--- src/hdl/gefa_pkg.sv ---
package gefa_pkg;

  // node and cost geometry
  localparam int NODE_COUNT = 256;
  localparam int NODE_W     = $clog2(NODE_COUNT);
  localparam int ADDR_W     = 2 * NODE_W;
  localparam int COST_W     = 16;
  localparam int TIME_W     = 32;

  // robot geometry
  localparam int ROBOT_MAX  = 16;
  localparam int ROBOT_W    = $clog2(ROBOT_MAX);
  localparam int COUNT_W    = ROBOT_W + 1;

  // input word commands
  typedef enum logic [1:0] {
    CMD_LOAD = 2'd0,
    CMD_INIT = 2'd1,
    CMD_TASK = 2'd2
  } gefa_cmd_e;

  // controller states
  typedef enum logic [2:0] {
    ST_IDLE,
    ST_DEL,
    ST_SCAN,
    ST_DRAIN,
    ST_UPD
  } gefa_state_e;

  // controller to datapath commands
  typedef struct packed {
    logic ld_wr;
    logic init_wr;
    logic lat;
    logic del_issue;
    logic scan;
    logic upd;
  } gefa_ctl_t;

  // datapath to controller status
  typedef struct packed {
    logic last;
    logic out_busy;
  } gefa_stat_t;

endpackage

--- src/hdl/gefa_ctrl.sv ---
module gefa_ctrl (
  input  logic                clk_i,
  input  logic                rst_ni,
  input  logic                in_valid_i,
  input  logic [1:0]          command_i,
  output logic                in_stall_o,
  input  gefa_pkg::gefa_stat_t stat_i,
  output gefa_pkg::gefa_ctl_t  ctl_o
);
  import gefa_pkg::*;

  gefa_state_e state_q, state_d;

  // state register
  always_ff @(posedge clk_i or negedge rst_ni) begin
    if (!rst_ni) begin
      state_q <= ST_IDLE;
    end else begin
      state_q <= state_d;
    end
  end

  // next state and commands
  always_comb begin
    state_d    = state_q;
    ctl_o      = '0;
    in_stall_o = 1'b1;
    case (state_q)
      ST_IDLE: begin
        in_stall_o = 1'b0;
        if (in_valid_i) begin
          case (command_i)
            CMD_LOAD: ctl_o.ld_wr = 1'b1;
            CMD_INIT: ctl_o.init_wr = 1'b1;
            CMD_TASK: begin
              ctl_o.lat = 1'b1;
              state_d   = ST_DEL;
            end
            default: ;
          endcase
        end
      end
      ST_DEL: begin
        ctl_o.del_issue = 1'b1;
        state_d         = ST_SCAN;
      end
      ST_SCAN: begin
        ctl_o.scan = 1'b1;
        if (stat_i.last) begin
          state_d = ST_DRAIN;
        end
      end
      ST_DRAIN: begin
        state_d = ST_UPD;
      end
      ST_UPD: begin
        if (!stat_i.out_busy) begin
          ctl_o.upd = 1'b1;
          state_d   = ST_IDLE;
        end
      end
      default: state_d = ST_IDLE;
    endcase
  end

endmodule

--- config.mk ---
export PLATFORM = sky130hd
export DESIGN_NAME = gefa_ctrl
export DESIGN_NICKNAME = d
export VERILOG_FILES = /design/src/hdl/gefa_pkg.sv /design/src/hdl/gefa_ctrl.sv
export SDC_FILE = /design/constraint.sdc
export NUM_CORES = 1
export LEC_CHECK = 0
export BUFFER_PORTS_ARGS = -buffer_cell sky130_fd_sc_hd__buf_2
export CAP_MARGIN = 5
export CORE_AREA = 2 2 39 41
export DETAILED_ROUTE_END_ITERATION = 10
export DIE_AREA = 0 0 41 43
export PLACE_DENSITY_LB_ADDON = 0.25
export SYNTH_ARGS = -nofsm -noshare
export SYNTH_HDL_FRONTEND = slang
export SYNTH_SLANG_ARGS = --single-unit
--- constraint.sdc ---
create_clock -name clk_i -period 2.15 [get_ports clk_i]
set_input_delay 0.3225 -clock clk_i [delete_from_list [all_inputs] [get_ports clk_i]]
set_output_delay 0.3225 -clock clk_i [all_outputs]
set_load 0.03 [all_outputs]
==> flow_summary.json, run 1 <==
{
  "n_antenna_cell": 0,
  "crit_required_ns": 1.83,
  "crit_buf_inv": 1,
  "holdCritPathClass": "primary input to flop",
  "antenna_left": 0,
  "gp_congestion": 0.6237,
  "die_area_um2": 1763,
  "place_area_um2": 310.3,
  "worstSetupStartpoint": "state_q[2]$_DFFE_PN0P_",
  "cts_max_level": 1,
  "drive_above_1_share_pct": 52.63,
  "die_y_um": 43,
  "grt_max_degree": 10,
  "io_buffers": 13,
  "setup_viol": 0,
  "ys_top_cells_by_area": "dfrtp_1 32%, nor4b_4 20%, nor2b_1 5.3%",
  "grt_pass1_wl_um": 821,
  "largest_register_ffs": 3,
  "power_leakage_nw": 0.1722,
  "hold_violations": 0,
  "syn_inst": 21,
  "reg2reg_slack_ns": 1.12,
  "critPathTopFamily": "simple AND/OR/NAND/NOR gates",
  "criticalPathCategory": "flop to primary output",
  "final_common_cell": "buf_2",
  "ir_drop_mv": 0.6853,
  "path_cells": "or3_4 > nor4b_4 > buf_2",
  "nets": 46,
  "cts_hold_buf": 1,
  "synth-seq-cells": 3,
  "drc": 0,
  "cts_setup_buffers": 0,
  "cts_root_buffer": "clkbuf_4",
  "grt_remaining_overflow": 0,
  "pin_count": 14,
  "yosysSeqAreaShare_pct": 31.75,
  "syn-num-nets": 28,
  "layout.cell_area.non_filler_um2": 346.6,
  "cts.sink_count": 3,
  "worstSkewPairLatency_ns": 0.23,
  "synth.largest_area_cell": "dfrtp_1",
  "setup_ws_ns": 0.2605,
  "final_util_pct": 25.05,
  "syn_avg_cell_area_um2": 11.26,
  "via_per_inst": 4.259,
  "worstPathArrival_ns": 1.57,
  "synth_top_area_share_pct": 31.75,
  "crit_path_end_kind": "primary output",
  "timing.rr.start": "state_q[1]$_DFFE_PN0P_",
  "maxCapViolCount": 0,
  "tightest_slew_ns": 0.3179,
  "wire_per_inst_um": 9.574,
  "start_util_pct": 17.09,
  "clock.fmax_mhz": 529.3,
  "cp_max_fo": 7,
  "status": "complete, no violations",
  "cts_made_buffers": 3,
  "syn_area_um2": 236.5,
  "rr_worst_depth": 2,
  "cts_resized": 0,
  "worstSetupEndpoint": "ctl_o[5]",
  "fin_tns_setup_ns": 0,
  "relSlewSlack_pct": 78.51,
  "top_register": "state_q",
  "period_minus_slack_ns": 1.889,
  "yosysWarningCount": 0,
  "mostFrequentLayoutCells": "13 x buf_2, 3 x clkbuf_4, 3 x dfrtp_1",
  "worst-path-stages": 3,
  "p_per_area_nw_per_um2": 1417,
  "start_kind": "flop",
  "seq_area_um2": 75.07,
  "multi_input_comb_area_um2": 146.4,
  "cp_slowest_cell": "or3_4",
  "reg.largest.list": "state_q x3",
  "skew_ns": 0.003382,
  "slowest_delay_ns": 0.46,
  "r2r_end": "state_q[0]$_DFFE_PN0P_",
  "cts_tree": "yes",
  "routed_wl_um": 517,
  "rsz0062_at_grt": "no",
  "fin_crit_sh_pct": 87.88,
  "vias": 230,
  "clock_path_buffers": 2,
  "antenna_found_initial": 0,
  "post-place-ws_ns": 0.5060,
  "drtIter0Drc": 1,
  "drv_slew": 0,
  "path_clk_slew_ns": 0.04,
  "grt_usage_pct": 7.143,
  "coreArea_um2": 1384,
  "fill_cells": 157,
  "drtPass1Iterations": 2,
  "syn_to_final_growth_pct": 46.56,
  "die_w_um": 41,
  "first_global_vias": 215,
  "synth_cell_types": 15,
  "fp-row-count": 14
}
-- stage by stage --
step                      hold slack (ns)  total power, mW  std cells
final                              0.3496           0.4912         54
after global routing               0.3465           0.5295         54
after CTS                          0.3457           0.4991         54
after detailed placement           0.1209           0.3945         49
after global placement             0.1200           0.3933         49
after floorplan                   0.02691           0.3471         21
-- cells in the mapped netlist, drive strengths merged --
| library cell | number |
|---|---|
| dfrtp | 3 |
| nand4bb | 1 |
| inv | 1 |
| nor3b | 1 |
| xnor2 | 1 |
| nor4b | 3 |
| nor2 | 2 |
| nand2 | 2 |
| nor3 | 1 |
| buf | 1 |
| nor2b | 2 |
| or3 | 1 |
| a32o | 1 |
| a211oi | 1 |
-- area by class of cell --
class                           count  area share (%)
Tap cell                           16           5.776
Sequential cell                     3           21.66
Clock buffer                        4           7.581
Multi-Input combinational cell     16           42.24
Timing Repair Buffer               14           21.66
Inverter                            1           1.083
-- cell families after synthesis --
group | Yosys count | share of synthesized area (%)
flops | 3 | 31.75
compound gates | 2 | 7.937
buf+inv | 2 | 6.347
simple gates | 13 | 50.27
xor+xnor | 1 | 3.704
-- routing by layer --
metal / part of all wire [%] / wire length, µm / global-route usage [%]
met3: 10 / 53 / 4.712
met5: 0 / 0 / 0
met2: 43 / 222 / 9.375
met4: 0 / 0 / 4.000
met1: 47 / 241 / 8.414
-- how the worst min path moves through the flow --
stage              start                     end  slack [ns]  cells past startpoint
2_1_floorplan     rst_ni  state_q[0]$_DFFE_PN0P_        0.03                      0
3_3_place_gp      rst_ni  state_q[2]$_DFFE_PN0P_        0.12                      1
3_5_place_dp      rst_ni  state_q[2]$_DFFE_PN0P_        0.12                      1
4_1_cts        stat_i[1]  state_q[0]$_DFFE_PN0P_        0.35                      3
5_1_grt        stat_i[1]  state_q[0]$_DFFE_PN0P_        0.35                      3
6_report       stat_i[1]  state_q[0]$_DFFE_PN0P_        0.35                      3
-- worst reg2reg max path, stage by stage, from the launching register on --
cell and delay (ns):
dfrtp_1 0.46, nand4bb_1 0.22, a211oi_1 0.25
-- where the power goes --
group	leakage (nW)	total (mW)	internal, mW	switching [mW]
registers	0.0389	0.129	0.0810	0.0481
clock network	0.0150	0.0977	0.0695	0.0282
logic	0.118	0.264	0.104	0.160
(Power assumes the default switching activity.)
==> run 2: changes to the inputs <==
==> constraint.sdc (replaced) <==
create_clock -name clk_i -period 2.15 [get_ports clk_i]
set_input_delay 0.215 -clock clk_i [delete_from_list [all_inputs] [get_ports clk_i]]
set_output_delay 0.215 -clock clk_i [all_outputs]
set_load 0.03 [all_outputs]
==> run 2 against run 1 <==
Critical path depth did not move. First-iteration DRC count rose to 5.0 times the previous value. Sequential power barely moved. Register-to-register slack barely moved. Hold slack got worse by 0.10 ns. Via count fell by 5.2%. Sequential share of layout area did not move. Die area did not move. Largest power group unchanged. Highest routed layer unchanged.
==> flow_summary.json, run 2 (same netlist as run 1, synthesis figures left out) <==
{
  "antenna_found_initial": 0,
  "final_util_pct": 25.05,
  "switching_share_pct": 47.86,
  "wire_per_inst_um": 8.981,
  "internal_power_uw": 255.0,
  "nets": 46,
  "via_per_inst": 4.037,
  "criticalPathCategory": "flop to primary output",
  "fin_tns_setup_ns": 0,
  "skew_ns": 0.001249,
  "switching_power_uw": 234.0,
  "status": "complete, no violations",
  "power_leakage_nw": 0.1722,
  "period_minus_slack_ns": 1.781,
  "rsz0062_at_grt": "no",
  "routed_wl_um": 485,
  "fp-row-count": 14,
  "pin_count": 14,
  "relSlewSlack_pct": 82.44,
  "io_buffers": 13,
  "grt_max_degree": 10,
  "crit_required_ns": 1.93,
  "crit_path_end_kind": "primary output",
  "worstSkewPairLatency_ns": 0.23,
  "cts_setup_buffers": 0,
  "first_global_vias": 226,
  "largest_register_ffs": 3,
  "slowest_delay_ns": 0.46,
  "clock_path_buffers": 2,
  "setup_viol": 0,
  "gp_congestion": 0.6485,
  "worstPathArrival_ns": 1.57,
  "start_util_pct": 17.09,
  "reg.largest.list": "state_q x3",
  "fill_cells": 155,
  "power_frac_comb_pct": 53.9,
  "ir_drop_mv": 0.6649,
  "cts_root_buffer": "clkbuf_4",
  "setup_ws_ns": 0.3685,
  "seqPwrFrac_pct": 26.3,
  "path_clk_slew_ns": 0.04,
  "cp_slowest_cell": "or3_4",
  "drv_slew": 0,
  "cp_max_fo": 7,
  "start_kind": "flop",
  "clkPwrFrac_pct": 19.8,
  "grt_remaining_overflow": 0,
  "cts_tree": "yes",
  "holdWs_ns": 0.2466,
  "critPathTopFamily": "simple AND/OR/NAND/NOR gates",
  "vias": 218,
  "final_common_cell": "buf_2",
  "die_w_um": 41,
  "n_antenna_cell": 0,
  "drive_above_1_share_pct": 52.63,
  "crit_buf_inv": 1,
  "path_cells": "or3_4 > nor4b_4 > buf_2",
  "post-place-ws_ns": 0.6163,
  "fin_crit_sh_pct": 82.86,
  "clock.fmax_mhz": 561.3,
  "antenna_left": 0,
  "holdCritPathClass": "primary input to flop",
  "die_area_um2": 1763,
  "cts_resized": 0,
  "tightest_slew_ns": 0.2598,
  "grt_usage_pct": 7.028,
  "drtPass1Iterations": 2,
  "coreArea_um2": 1384,
  "grt_pass1_wl_um": 814,
  "drc": 0,
  "cts_hold_buf": 1,
  "cts_max_level": 1,
  "maxCapViolCount": 0,
  "cts.sink_count": 3,
  "cts_made_buffers": 3,
  "hold_violations": 0,
  "die_y_um": 43,
  "mostFrequentLayoutCells": "13 x buf_2, 3 x clkbuf_4, 3 x dfrtp_1",
  "top_register": "state_q",
  "drtIter0Drc": 5,
  "syn_to_final_growth_pct": 46.56,
  "p_per_area_nw_per_um2": 1411
}
run 2: cell counts in the layout (fill, tap and decap cells not counted):
No cell type changed its count.
run 2: worst paths after layout:
path,start,end,slack [ns],depth (start not counted)
hold reg to reg,state_q[2]$_DFFE_PN0P_,state_q[1]$_DFFE_PN0P_,0.55,1
max in group asynchronous,rst_ni,state_q[1]$_DFFE_PN0P_,1.73,2
setup reg to reg,state_q[1]$_DFFE_PN0P_,state_q[0]$_DFFE_PN0P_,1.12,2
min in group asynchronous,rst_ni,state_q[0]$_DFFE_PN0P_,0.31,2
setup / recovery,state_q[2]$_DFFE_PN0P_,ctl_o[5],0.37,3
hold / removal,stat_i[1],state_q[0]$_DFFE_PN0P_,0.25,3
run 2: stage by stage:
step	instance area, µm²	instances	total power [mW]
after global placement	310.3	49	0.3897
after floorplan	236.5	21	0.3471
final	346.6	54	0.4890
after detailed placement	310.3	49	0.3928
after CTS	346.6	54	0.4984
after global routing	346.6	54	0.5351
run 2: power by group through the flow:
stage | clock [mW] | combinational (mW) | sequential, mW
3_3_place_gp | 0 | 0.261 | 0.129
6_report | 0.0970 | 0.263 | 0.129
2_1_floorplan | 0 | 0.242 | 0.105
3_5_place_dp | 0 | 0.263 | 0.129
5_1_grt | 0.108 | 0.288 | 0.140
4_1_cts | 0.103 | 0.266 | 0.129
run 2: layer usage:
layer,track usage (%),part of all wire [%]
met5,0,0
met3,0,12
met4,8.000,0
met1,9.325,42
met2,9.063,46
run 2: layout make-up:
type / count / area (µm²) / share of cell area, %
well taps: 16 / 20.02 / 5.776
clock buffers: 4 / 26.28 / 7.581
flip-flops and latches: 3 / 75.07 / 21.66
multi-input cells: 16 / 146.4 / 42.24
inverters: 1 / 3.754 / 1.083
repair buffers: 14 / 75.07 / 21.66
run 2: worst reg2reg max path: stages (launching register included):
cell and delay [ns]:
dfrtp_1 0.45, nand4bb_1 0.21, a211oi_1 0.26
